==> config.mk <==
export PLATFORM = sky130hd
export DESIGN_NAME = tls_client_hello_sni_extractor
export DESIGN_NICKNAME = d
export VERILOG_FILES = /design/src/hw/rtl/tlssni_pkg.sv /design/src/hw/rtl/tls_client_hello_sni_extractor.sv /design/src/hw/rtl/tlssni_front.sv /design/src/hw/rtl/tlssni_queue.sv /design/src/hw/rtl/tlssni_back.sv
export SDC_FILE = /design/constraint.sdc
export NUM_CORES = 1
export LEC_CHECK = 0
export BUFFER_PORTS_ARGS = -buffer_cell sky130_fd_sc_hd__buf_2
export CAP_MARGIN = 10
export CORE_MARGIN = 1.5
export CORE_UTILIZATION = 56
export DETAILED_ROUTE_END_ITERATION = 6
export HOLD_SLACK_MARGIN = 0.15
export PLACE_DENSITY = 0.73
export RECOVER_POWER = 25
export SLEW_MARGIN = 20
export SYNTH_ARGS = -nofsm -noshare
export SYNTH_HDL_FRONTEND = slang
export SYNTH_SLANG_ARGS = --single-unit
==> constraint.sdc <==
create_clock -name clk -period 6.95 [get_ports clk]
set_input_delay 1.0425 -clock clk [delete_from_list [all_inputs] [get_ports clk]]
set_output_delay 1.0425 -clock clk [all_outputs]
set_load 0.01 [all_outputs]
==> src/hw/rtl/tlssni_pkg.sv <==
// Shared types, constants and helpers of the ClientHello server-name extractor.
package tlssni_pkg;

  localparam int WINDOW_BYTES   = 512;
  localparam int MAX_EXTENSIONS = 24;
  localparam int NAME_BUFFER    = 256;
  localparam int QUEUE_DEPTH    = 4;

  localparam int POS_W   = $clog2(WINDOW_BYTES + 1);
  localparam int FIELD_W = $clog2(WINDOW_BYTES + 65536 + 8);
  localparam int CNT_W   = $clog2(MAX_EXTENSIONS + 1);
  localparam int NAME_W  = $clog2(NAME_BUFFER);
  localparam int QPTR_W  = $clog2(QUEUE_DEPTH);
  localparam int QCNT_W  = $clog2(QUEUE_DEPTH + 1);

  typedef logic [POS_W-1:0]   pos_t;
  typedef logic [FIELD_W-1:0] field_t;
  typedef logic [CNT_W-1:0]   cnt_t;
  typedef logic [CNT_W:0]     cntx_t;
  typedef logic [NAME_W-1:0]  name_t;
  typedef logic [QPTR_W-1:0]  qptr_t;
  typedef logic [QCNT_W-1:0]  qcnt_t;

  localparam field_t WINDOW_F = field_t'(WINDOW_BYTES);

  // Fixed header layout of a TLS handshake record carrying a ClientHello.
  localparam pos_t REC_TYPE_POS  = pos_t'(0);
  localparam pos_t VER_MAJOR_POS = pos_t'(1);
  localparam pos_t HS_TYPE_POS   = pos_t'(5);
  localparam pos_t SID_LEN_POS   = pos_t'(43);

  localparam logic [7:0] REC_HANDSHAKE   = 8'h16;
  localparam logic [7:0] VER_MAJOR       = 8'h03;
  localparam logic [7:0] HS_CLIENT_HELLO = 8'h01;

  localparam int EXT_HDR_BYTES  = 4;
  localparam int NAME_LIST_SKIP = 3;
  localparam int NAME_HDR_BYTES = 5;
  localparam int LEN_FIELD_TAIL = 2;

  localparam logic KIND_NAME   = 1'b0;
  localparam logic KIND_STATUS = 1'b1;

  typedef enum logic [2:0] {
    ST_FOUND    = 3'd0,
    ST_SHORT    = 3'd1,
    ST_NO_NAME  = 3'd2,
    ST_BAD_LEN  = 3'd3,
    ST_TRUNC    = 3'd4
  } status_t;

  typedef enum logic [3:0] {
    PH_HEAD  = 4'd0,
    PH_CS_HI = 4'd1,
    PH_CS_LO = 4'd2,
    PH_COMP  = 4'd3,
    PH_EL_HI = 4'd4,
    PH_EL_LO = 4'd5,
    PH_EX0   = 4'd6,
    PH_EX1   = 4'd7,
    PH_EX2   = 4'd8,
    PH_EX3   = 4'd9,
    PH_NL_HI = 4'd10,
    PH_NL_LO = 4'd11,
    PH_NAME  = 4'd12
  } phase_t;

  // One queue entry: everything a single payload byte produced.
  typedef struct packed {
    logic       has_byte;
    logic       has_status;
    logic [7:0] name_byte;
    status_t    status;
    logic [7:0] name_length;
  } parse_event_t;

  // True when no further extension header can be started at offset off.
  function automatic logic ext_fail(input cntx_t cnt, input field_t off, input pos_t limit);
    logic too_many;
    logic past_limit;
    logic past_window;
    too_many    = (cnt >= cntx_t'(MAX_EXTENSIONS));
    past_limit  = (off + field_t'(EXT_HDR_BYTES) > field_t'(limit));
    past_window = (off + field_t'(EXT_HDR_BYTES) >= WINDOW_F);
    return too_many || past_limit || past_window;
  endfunction

endpackage

==> src/hw/rtl/tls_client_hello_sni_extractor.sv <==
// Top level of the TLS ClientHello server-name extractor.
// The block takes one payload byte per cycle while in_stall is low; the parser in the
// front end decides each byte in the cycle it is accepted and writes what that byte
// produced into a four-entry event queue. in_stall rises only when that queue is full.
// The back end turns each event into transfers from a single output register: a name
// byte is one transfer, and the closing status is one more, so a name of N bytes yields
// N+1 transfers. A result passes through the event queue and the output register.
// Every payload, marked by end_of_payload on its final byte, yields exactly one status
// transfer with last set. name_limit is written through cfg_write_enable and
// cfg_write_data and should only change while no payload is in progress.
module tls_client_hello_sni_extractor (
  input  logic       clk,
  input  logic       rst,
  input  logic       cfg_write_enable,
  input  logic [7:0] cfg_write_data,
  input  logic       in_valid,
  output logic       in_stall,
  input  logic [7:0] payload_byte,
  input  logic       end_of_payload,
  output logic       out_valid,
  input  logic       out_stall,
  output logic       kind,
  output logic [7:0] name_byte,
  output logic [7:0] name_length,
  output logic [2:0] status,
  output logic       last
);

  logic                     ev_push;
  tlssni_pkg::parse_event_t ev;
  logic                     q_full;
  logic                     q_pop;
  logic                     q_not_empty;
  tlssni_pkg::parse_event_t q_head;

  tlssni_front u_front (
    .clk              (clk),
    .rst              (rst),
    .cfg_write_enable (cfg_write_enable),
    .cfg_write_data   (cfg_write_data),
    .in_valid         (in_valid),
    .in_stall         (in_stall),
    .payload_byte     (payload_byte),
    .end_of_payload   (end_of_payload),
    .q_full           (q_full),
    .ev_push          (ev_push),
    .ev               (ev)
  );

  tlssni_queue u_queue (
    .clk       (clk),
    .rst       (rst),
    .push      (ev_push),
    .push_data (ev),
    .full      (q_full),
    .pop       (q_pop),
    .not_empty (q_not_empty),
    .head      (q_head)
  );

  tlssni_back u_back (
    .clk         (clk),
    .rst         (rst),
    .q_not_empty (q_not_empty),
    .q_head      (q_head),
    .q_pop       (q_pop),
    .out_valid   (out_valid),
    .out_stall   (out_stall),
    .kind        (kind),
    .name_byte   (name_byte),
    .name_length (name_length),
    .status      (status),
    .last        (last)
  );

endmodule

==> src/hw/rtl/tlssni_front.sv <==
// Front end: accepts payload bytes, walks the ClientHello and classifies each byte.
module tlssni_front (
  input  logic                    clk,
  input  logic                    rst,
  input  logic                    cfg_write_enable,
  input  logic [7:0]              cfg_write_data,
  input  logic                    in_valid,
  output logic                    in_stall,
  input  logic [7:0]              payload_byte,
  input  logic                    end_of_payload,
  input  logic                    q_full,
  output logic                    ev_push,
  output tlssni_pkg::parse_event_t ev
);

  logic [7:0]            name_limit;
  tlssni_pkg::pos_t      byte_position;
  tlssni_pkg::phase_t    parse_phase;
  tlssni_pkg::field_t    next_field_position;
  logic [7:0]            length_high;
  tlssni_pkg::pos_t      extensions_limit;
  tlssni_pkg::cnt_t      extension_count;
  tlssni_pkg::name_t     names_left;
  tlssni_pkg::name_t     held_length;
  logic                  type_nonzero;
  logic                  outcome_sent;

  tlssni_pkg::pos_t      byte_position_next;
  tlssni_pkg::phase_t    parse_phase_next;
  tlssni_pkg::field_t    next_field_position_next;
  logic [7:0]            length_high_next;
  tlssni_pkg::pos_t      extensions_limit_next;
  tlssni_pkg::cnt_t      extension_count_next;
  tlssni_pkg::name_t     names_left_next;
  tlssni_pkg::name_t     held_length_next;
  logic                  type_nonzero_next;
  logic                  outcome_sent_next;

  // Per-byte decision.
  logic                  fin;
  tlssni_pkg::status_t   fin_status;
  logic                  emit;
  logic                  eop_fin;
  tlssni_pkg::status_t   eop_status;

  logic accept;

  assign in_stall = q_full;
  assign accept   = in_valid && !in_stall;

  always_comb begin : next_state
    tlssni_pkg::field_t p_ext;
    tlssni_pkg::field_t off;
    tlssni_pkg::field_t lim;
    tlssni_pkg::field_t nl_end;
    tlssni_pkg::cntx_t  cnt_inc;
    tlssni_pkg::pos_t   lim_sat;
    logic [15:0]        len16;
    logic               at_field;
    logic               head_bad;

    p_ext    = tlssni_pkg::field_t'(byte_position);
    off      = '0;
    lim      = '0;
    nl_end   = '0;
    cnt_inc  = '0;
    lim_sat  = '0;
    len16    = {length_high, payload_byte};
    at_field = (p_ext == next_field_position);
    head_bad = '0;

    byte_position_next       = byte_position;
    parse_phase_next         = parse_phase;
    next_field_position_next = next_field_position;
    length_high_next         = length_high;
    extensions_limit_next    = extensions_limit;
    extension_count_next     = extension_count;
    names_left_next          = names_left;
    held_length_next         = held_length;
    type_nonzero_next        = type_nonzero;
    outcome_sent_next        = outcome_sent;
    fin                      = 1'b0;
    fin_status               = tlssni_pkg::ST_FOUND;
    emit                     = 1'b0;
    eop_fin                  = 1'b0;
    eop_status               = tlssni_pkg::ST_TRUNC;

    if (!outcome_sent) begin
      case (parse_phase)
        tlssni_pkg::PH_HEAD: begin
          head_bad =
            (byte_position == tlssni_pkg::REC_TYPE_POS &&
             payload_byte != tlssni_pkg::REC_HANDSHAKE) ||
            (byte_position == tlssni_pkg::VER_MAJOR_POS &&
             payload_byte != tlssni_pkg::VER_MAJOR) ||
            (byte_position == tlssni_pkg::HS_TYPE_POS &&
             payload_byte != tlssni_pkg::HS_CLIENT_HELLO);
          if (head_bad) begin
            fin        = 1'b1;
            fin_status = tlssni_pkg::ST_SHORT;
          end else if (byte_position == tlssni_pkg::SID_LEN_POS) begin
            // The session id length byte: skip the id itself.
            off = p_ext + tlssni_pkg::field_t'(1) + tlssni_pkg::field_t'(payload_byte);
            if (off + tlssni_pkg::field_t'(tlssni_pkg::LEN_FIELD_TAIL) >=
                tlssni_pkg::WINDOW_F) begin
              fin        = 1'b1;
              fin_status = tlssni_pkg::ST_NO_NAME;
            end else begin
              next_field_position_next = off;
              parse_phase_next         = tlssni_pkg::PH_CS_HI;
            end
          end
        end
        tlssni_pkg::PH_CS_HI, tlssni_pkg::PH_EL_HI, tlssni_pkg::PH_NL_HI,
        tlssni_pkg::PH_EX2: begin
          if (at_field) begin
            length_high_next         = payload_byte;
            next_field_position_next = p_ext + tlssni_pkg::field_t'(1);
            case (parse_phase)
              tlssni_pkg::PH_CS_HI: parse_phase_next = tlssni_pkg::PH_CS_LO;
              tlssni_pkg::PH_EL_HI: parse_phase_next = tlssni_pkg::PH_EL_LO;
              tlssni_pkg::PH_NL_HI: parse_phase_next = tlssni_pkg::PH_NL_LO;
              default:              parse_phase_next = tlssni_pkg::PH_EX3;
            endcase
          end
        end
        tlssni_pkg::PH_CS_LO: begin
          if (at_field) begin
            off = p_ext + tlssni_pkg::field_t'(1) + tlssni_pkg::field_t'(len16);
            if (off >= tlssni_pkg::WINDOW_F) begin
              fin        = 1'b1;
              fin_status = tlssni_pkg::ST_NO_NAME;
            end else begin
              next_field_position_next = off;
              parse_phase_next         = tlssni_pkg::PH_COMP;
            end
          end
        end
        tlssni_pkg::PH_COMP: begin
          if (at_field) begin
            off = p_ext + tlssni_pkg::field_t'(1) + tlssni_pkg::field_t'(payload_byte);
            if (off + tlssni_pkg::field_t'(tlssni_pkg::LEN_FIELD_TAIL) >=
                tlssni_pkg::WINDOW_F) begin
              fin        = 1'b1;
              fin_status = tlssni_pkg::ST_NO_NAME;
            end else begin
              next_field_position_next = off;
              parse_phase_next         = tlssni_pkg::PH_EL_HI;
            end
          end
        end
        tlssni_pkg::PH_EL_LO: begin
          if (at_field) begin
            off = p_ext + tlssni_pkg::field_t'(1);
            lim = off + tlssni_pkg::field_t'(len16);
            // The extensions end is clipped to the window.
            lim_sat = (lim > tlssni_pkg::WINDOW_F) ?
                      tlssni_pkg::pos_t'(tlssni_pkg::WINDOW_BYTES) :
                      tlssni_pkg::pos_t'(lim);
            extensions_limit_next = lim_sat;
            extension_count_next  = '0;
            if (tlssni_pkg::ext_fail('0, off, lim_sat)) begin
              fin        = 1'b1;
              fin_status = tlssni_pkg::ST_NO_NAME;
            end else begin
              next_field_position_next = off;
              parse_phase_next         = tlssni_pkg::PH_EX0;
            end
          end
        end
        tlssni_pkg::PH_EX0: begin
          if (at_field) begin
            type_nonzero_next        = (payload_byte != 8'd0);
            next_field_position_next = p_ext + tlssni_pkg::field_t'(1);
            parse_phase_next         = tlssni_pkg::PH_EX1;
          end
        end
        tlssni_pkg::PH_EX1: begin
          if (at_field) begin
            type_nonzero_next        = type_nonzero || (payload_byte != 8'd0);
            next_field_position_next = p_ext + tlssni_pkg::field_t'(1);
            parse_phase_next         = tlssni_pkg::PH_EX2;
          end
        end
        tlssni_pkg::PH_EX3: begin
          if (at_field) begin
            off = p_ext + tlssni_pkg::field_t'(1);
            if (!type_nonzero) begin
              // Server-name extension: jump over the list length and name type.
              if (off + tlssni_pkg::field_t'(tlssni_pkg::NAME_HDR_BYTES) >=
                  tlssni_pkg::WINDOW_F) begin
                fin        = 1'b1;
                fin_status = tlssni_pkg::ST_NO_NAME;
              end else begin
                next_field_position_next =
                  off + tlssni_pkg::field_t'(tlssni_pkg::NAME_LIST_SKIP);
                parse_phase_next = tlssni_pkg::PH_NL_HI;
              end
            end else begin
              cnt_inc              = tlssni_pkg::cntx_t'(extension_count) +
                                     tlssni_pkg::cntx_t'(1);
              extension_count_next = tlssni_pkg::cnt_t'(cnt_inc);
              lim                  = off + tlssni_pkg::field_t'(len16);
              if (tlssni_pkg::ext_fail(cnt_inc, lim, extensions_limit)) begin
                fin        = 1'b1;
                fin_status = tlssni_pkg::ST_NO_NAME;
              end else begin
                next_field_position_next = lim;
                parse_phase_next         = tlssni_pkg::PH_EX0;
              end
            end
          end
        end
        tlssni_pkg::PH_NL_LO: begin
          if (at_field) begin
            off    = p_ext + tlssni_pkg::field_t'(1);
            nl_end = off + tlssni_pkg::field_t'(len16);
            if (len16 == 16'd0 ||
                len16 > 16'(tlssni_pkg::NAME_BUFFER - 1) ||
                len16 > {8'd0, name_limit} ||
                nl_end > tlssni_pkg::field_t'(extensions_limit) ||
                nl_end >= tlssni_pkg::WINDOW_F) begin
              fin        = 1'b1;
              fin_status = tlssni_pkg::ST_BAD_LEN;
            end else begin
              held_length_next         = tlssni_pkg::name_t'(len16);
              names_left_next          = tlssni_pkg::name_t'(len16);
              next_field_position_next = off;
              parse_phase_next         = tlssni_pkg::PH_NAME;
            end
          end
        end
        tlssni_pkg::PH_NAME: begin
          if (at_field) begin
            emit                     = 1'b1;
            names_left_next          = names_left - tlssni_pkg::name_t'(1);
            next_field_position_next = p_ext + tlssni_pkg::field_t'(1);
            if (names_left == tlssni_pkg::name_t'(1)) begin
              fin        = 1'b1;
              fin_status = tlssni_pkg::ST_FOUND;
            end
          end
        end
        default: begin
          fin        = 1'b1;
          fin_status = tlssni_pkg::ST_NO_NAME;
        end
      endcase

      if (end_of_payload && !fin) begin
        eop_fin    = 1'b1;
        eop_status = (parse_phase_next == tlssni_pkg::PH_HEAD) ?
                     tlssni_pkg::ST_SHORT : tlssni_pkg::ST_TRUNC;
      end
    end

    if (end_of_payload) begin
      byte_position_next       = '0;
      parse_phase_next         = tlssni_pkg::PH_HEAD;
      next_field_position_next = '0;
      length_high_next         = '0;
      extensions_limit_next    = '0;
      extension_count_next     = '0;
      names_left_next          = '0;
      held_length_next         = '0;
      type_nonzero_next        = 1'b0;
      outcome_sent_next        = 1'b0;
    end else begin
      outcome_sent_next = outcome_sent || fin;
      if (byte_position < tlssni_pkg::pos_t'(tlssni_pkg::WINDOW_BYTES)) begin
        byte_position_next = byte_position + tlssni_pkg::pos_t'(1);
      end
    end
  end

  always_comb begin : event_out
    ev.has_byte    = emit;
    ev.has_status  = fin || eop_fin;
    ev.name_byte   = payload_byte;
    ev.status      = fin ? fin_status : eop_status;
    ev.name_length = (fin && fin_status == tlssni_pkg::ST_FOUND) ?
                     8'(held_length) : 8'd0;
    ev_push        = accept && (emit || fin || eop_fin);
  end

  always_ff @(posedge clk) begin
    if (rst) begin
      name_limit <= 8'd255;
    end else if (cfg_write_enable) begin
      name_limit <= cfg_write_data;
    end
  end

  always_ff @(posedge clk) begin
    if (rst) begin
      byte_position       <= '0;
      parse_phase         <= tlssni_pkg::PH_HEAD;
      next_field_position <= '0;
      length_high         <= '0;
      extensions_limit    <= '0;
      extension_count     <= '0;
      names_left          <= '0;
      held_length         <= '0;
      type_nonzero        <= 1'b0;
      outcome_sent        <= 1'b0;
    end else if (accept) begin
      byte_position       <= byte_position_next;
      parse_phase         <= parse_phase_next;
      next_field_position <= next_field_position_next;
      length_high         <= length_high_next;
      extensions_limit    <= extensions_limit_next;
      extension_count     <= extension_count_next;
      names_left          <= names_left_next;
      held_length         <= held_length_next;
      type_nonzero        <= type_nonzero_next;
      outcome_sent        <= outcome_sent_next;
    end
  end

endmodule

==> src/hw/rtl/tlssni_queue.sv <==
// Short event queue between the parsing front end and the result back end.
module tlssni_queue (
  input  logic                     clk,
  input  logic                     rst,
  input  logic                     push,
  input  tlssni_pkg::parse_event_t push_data,
  output logic                     full,
  input  logic                     pop,
  output logic                     not_empty,
  output tlssni_pkg::parse_event_t head
);

  tlssni_pkg::parse_event_t entries [tlssni_pkg::QUEUE_DEPTH];
  tlssni_pkg::qptr_t        wr_ptr;
  tlssni_pkg::qptr_t        rd_ptr;
  tlssni_pkg::qcnt_t        fill;

  logic do_push;
  logic do_pop;

  assign full      = (fill == tlssni_pkg::qcnt_t'(tlssni_pkg::QUEUE_DEPTH));
  assign not_empty = (fill != '0);
  assign head      = entries[rd_ptr];
  assign do_push   = push && !full;
  assign do_pop    = pop && not_empty;

  function automatic tlssni_pkg::qptr_t ptr_inc(input tlssni_pkg::qptr_t ptr);
    return (ptr == tlssni_pkg::qptr_t'(tlssni_pkg::QUEUE_DEPTH - 1)) ?
           '0 : ptr + tlssni_pkg::qptr_t'(1);
  endfunction

  always_ff @(posedge clk) begin
    if (do_push) begin
      entries[wr_ptr] <= push_data;
    end
  end

  always_ff @(posedge clk) begin
    if (rst) begin
      wr_ptr <= '0;
      rd_ptr <= '0;
      fill   <= '0;
    end else begin
      if (do_push) begin
        wr_ptr <= ptr_inc(wr_ptr);
      end
      if (do_pop) begin
        rd_ptr <= ptr_inc(rd_ptr);
      end
      if (do_push && !do_pop) begin
        fill <= fill + tlssni_pkg::qcnt_t'(1);
      end else if (do_pop && !do_push) begin
        fill <= fill - tlssni_pkg::qcnt_t'(1);
      end
    end
  end

endmodule

==> src/hw/rtl/tlssni_back.sv <==
// Back end: expands queued events into name-byte and status transfers.
module tlssni_back (
  input  logic                     clk,
  input  logic                     rst,
  input  logic                     q_not_empty,
  input  tlssni_pkg::parse_event_t q_head,
  output logic                     q_pop,
  output logic                     out_valid,
  input  logic                     out_stall,
  output logic                     kind,
  output logic [7:0]               name_byte,
  output logic [7:0]               name_length,
  output logic [2:0]               status,
  output logic                     last
);

  logic                out_valid_r;
  logic                out_kind;
  logic [7:0]          out_byte;
  logic [7:0]          out_len;
  tlssni_pkg::status_t out_status;

  // A status that still follows the name byte now in the output register.
  logic                pend_valid;
  tlssni_pkg::status_t pend_status;
  logic [7:0]          pend_len;

  logic slot_free;

  assign slot_free   = !out_valid_r || !out_stall;
  assign q_pop       = slot_free && !pend_valid && q_not_empty;

  assign out_valid   = out_valid_r;
  assign kind        = out_kind;
  assign name_byte   = out_byte;
  assign name_length = out_len;
  assign status      = out_status;
  assign last        = (out_kind == tlssni_pkg::KIND_STATUS);

  always_ff @(posedge clk) begin
    if (rst) begin
      out_valid_r <= 1'b0;
      pend_valid  <= 1'b0;
    end else if (slot_free) begin
      if (pend_valid) begin
        out_valid_r <= 1'b1;
        pend_valid  <= 1'b0;
      end else if (q_not_empty) begin
        out_valid_r <= 1'b1;
        pend_valid  <= q_head.has_byte && q_head.has_status;
      end else begin
        out_valid_r <= 1'b0;
      end
    end
  end

  always_ff @(posedge clk) begin
    if (slot_free) begin
      if (pend_valid) begin
        out_kind   <= tlssni_pkg::KIND_STATUS;
        out_byte   <= 8'd0;
        out_len    <= pend_len;
        out_status <= pend_status;
      end else if (q_not_empty) begin
        pend_status <= q_head.status;
        pend_len    <= q_head.name_length;
        if (q_head.has_byte) begin
          out_kind   <= tlssni_pkg::KIND_NAME;
          out_byte   <= q_head.name_byte;
          out_len    <= 8'd0;
          out_status <= tlssni_pkg::ST_FOUND;
        end else begin
          out_kind   <= tlssni_pkg::KIND_STATUS;
          out_byte   <= 8'd0;
          out_len    <= q_head.name_length;
          out_status <= q_head.status;
        end
      end
    end
  end

endmodule

==> metrics.cfg <==
[critical_path]
cp-end-kind=register
critPathKind=register to register
r2r-start=u_front.byte_position[1]$_SDFFE_PP0P_
startpoint_type=register
crit_path_start=u_front.byte_position[1]$_SDFFE_PP0P_
cp.buffers_inverters=3
worst-path-max-fanout=7
cp.required_ns=7.40
arrival_ns=7.08
critPathTopFamily=simple AND/OR/NAND/NOR gates
crit_path_top_delay_cell=or3_4
path_common_cell=ha_1
cp_slowest_stage_delay_ns=0.46

[drt]
drt_iter0_markers=804
wl_per_cell_microns=20.1
drc=0
antenna_left=0
vias=10500
wl_microns=33400
via_per_inst=6.31
firstDrtPassIters=6

[layout]
final_common_cell=nand2_1
fin_util_pct=66.4
n_fill_cell=1693
area_growth_pct=15.2
fin_nets=1462
mostFrequentLayoutCells=nand2_1, edfxtp_1, nor2_1
n_antenna_cell=0
final_area_sq_um=14000
layout-drive-gt1-share_pct=17.1

[sta]
slew_headroom_pct=-33.6
fin_skew_ns=0.0138
worstMarginPinSlew_ns=2.00
maxSlewViolCount=83
hold_viol_final=0
max_freq_mhz=151
period_share_pct=95.5
finalSetupViolations=0
fin_crit_ns=6.64

[synthesis]
syn-num-nets=1370
syn_area_sq_um=12200
synth_seq_cells=206
ys.flop_type=edfxtp_1
syn_area_per_cell_sq_um=9.54
ys_async_sr_fraction_pct=0
syn-instance-count=1278
ys_types=86
synth_warnings=0
ys_seq_area_share_pct=43.3
synth_edf_count=115

[clock_tree]
cts-root-buf=clkbuf_16
htreeDepth=1
cts_buffers=22
postCtsHoldBufs=0
cts.sinks=206
cts_tree=done
clk_latency_ns=0.52
clk_path_buf_depth=3
path_clk_slew_ns=0.06

[power_and_ir_drop]
power.total_mw=3.63
p_leak_nw=5.34
ir_worst_vdd_mv=0.175
pwr_density_cell_nw_per_um2=259

[global_route]
antenna_found_initial=0
grt_usage_pct=30.0
first_global_vias=10100
grt_max_degree=39
grt_pass1_wl_microns=53300
grt-ovfl-total=0

[die]
initial_utilization_pct=57.6
num_rows=53
die_h_microns=151
io_pins=45
die-area_sq_um=22700
core-area_sq_um=21200
die-width_microns=151

[min_path]
min_path_type=register to register
min_from=u_front.names_left[7]$_SDFFE_PP0P_

[outcome]
violations=capacitance limit, slew limit
status=complete, but fails checks

[placement]
gp_congestion=1.05
dpl_cell_area_sq_um=13200
port_buffers=44
hpwl_microns=24100

[job]
maxCapViolCount=3

-- synthesized netlist by cell type, drive strengths merged (8+ instances only) --
| master | count | area share [%] |
|---|---|---|
| nand2 | 123 | 3.8 |
| edfxtp | 115 | 28 |
| nor2 | 111 | 3.4 |
| dfxtp | 91 | 15 |
| a21oi | 86 | 3.6 |
| o21ai | 76 | 3.1 |
| ha | 68 | 7.0 |
| inv | 67 | 2.1 |
| nand3 | 50 | 2.1 |
| clkbuf | 44 | 1.4 |
| nor3 | 42 | 1.7 |
| a22oi | 34 | 2.1 |
| xnor2 | 28 | 2.1 |
| buf | 22 | 0.90 |
| mux4 | 20 | 3.7 |
| xor2 | 20 | 1.4 |
| nor4 | 17 | 0.92 |
| nor2b | 15 | 0.77 |
| or3 | 15 | 0.77 |
| and3 | 14 | 0.72 |
| nand4 | 13 | 0.67 |
| o211ai | 13 | 0.80 |
| a21o | 11 | 0.68 |
| and2 | 11 | 0.56 |
| o21a | 10 | 0.62 |
| a21boi | 9 | 0.55 |
| a31oi | 9 | 0.46 |
| nand2b | 9 | 0.46 |
| o2111ai | 9 | 0.70 |
| nand3b | 8 | 0.49 |
-- state kept, by name, summed over array words and instances, names as in the netlist, 3 cells and up, named ones only --
name / cells
u_front.names_left: 8
u_front.parse_phase: 4
u_queue.entries: 84
u_front.byte_position: 10
u_front.extensions_limit: 10
u_front.length_high: 8
u_front.extension_count: 5
u_front.held_length: 8
u_back.status: 3
u_back.pend_len: 8
u_front.next_field_position: 17
u_front.name_limit: 8
u_back.pend_status: 3
u_back.name_length: 8
u_queue.fill: 3
u_back.name_byte: 8
-- stage by stage --
stage	hold slack, ns	cells	setup TNS (ns)	worst slack, ns
after floorplan	0.432	1278	0	0.0892
after global placement	0.443	1620	0	0.0359
after detailed placement	0.449	1620	-6.32	-0.228
after CTS	0.457	1660	0	0.131
after global routing	0.477	1661	-0.648	-0.0644
final	0.463	1661	0	0.313
-- final timing paths --
kind         cells past startpoint                                  to  slack, ns
min reg2reg                      2  u_front.names_left[7]$_SDFFE_PP0P_       0.46
max reg2reg                     29        u_queue.fill[2]$_SDFFE_PP0P_       0.31
min                              2  u_front.names_left[7]$_SDFFE_PP0P_       0.46
max                             29        u_queue.fill[2]$_SDFFE_PP0P_       0.31
-- metal layers --
metal / part of all wire (%) / vias to the layer above / global-route usage [%]
li1: - / 4940 / -
met3: 6.8 / 81 / 3.79
met4: 3.7 / 0 / 10.5
met5: 0 / - / 0
met1: 41 / 5060 / 38.7
met2: 49 / 401 / 52.0
-- power breakdown --
group | internal (mW) | switching [mW] | leakage (nW)
Clock | 0.663 | 0.479 | 0.351
Sequential | 1.53 | 0.0598 | 1.80
Combinational | 0.346 | 0.551 | 3.19
Total | 2.54 | 1.09 | 5.34
-- worst reg2reg max path, delay by kind of cell (launching register included) --
family | cells | cell delay, ns
fa+ha+maj | 5 | 1.50
compound gates | 8 | 1.68
buf+inv | 3 | 0.43
flops | 1 | 0.36
simple gates | 11 | 2.24
xor+xnor | 2 | 0.37
-- final cells by class --
cell class                      instances  area (sq um)  area share (%)
Multi-Input combinational cell        938          6590            46.9
Tap cell                              275           344            2.45
Inverter                               68           255            1.82
Sequential cell                       206          5280            37.6
Clock inverter                          6          51.3           0.365
Timing Repair Buffer                  134           855            6.09
Clock buffer                           34           666            4.74
-- cells by family (layout without fill, tap and decap cells) --
logic type | after synthesis | in the layout | share of synthesized area [%]
mux | 29 | 29 | 4.46
compound gates | 332 | 332 | 18.2
simple gates | 459 | 459 | 18.9
buf+inv | 134 | 242 | 4.35
flops | 206 | 206 | 43.3
fa+ha+maj | 70 | 70 | 7.31
xor+xnor | 48 | 48 | 3.51
-- what timing repair did --
| item | 4_1_cts | 5_1_grt |
|---|---|---|
| endpoints found under the setup margin | 42 | 147 |
| setup buffers | 0 | 1 |
| resized for setup | 12 | 34 |
| pin swaps | 1 | 7 |
No activity file was read; power rests on OpenSTA's default activity.
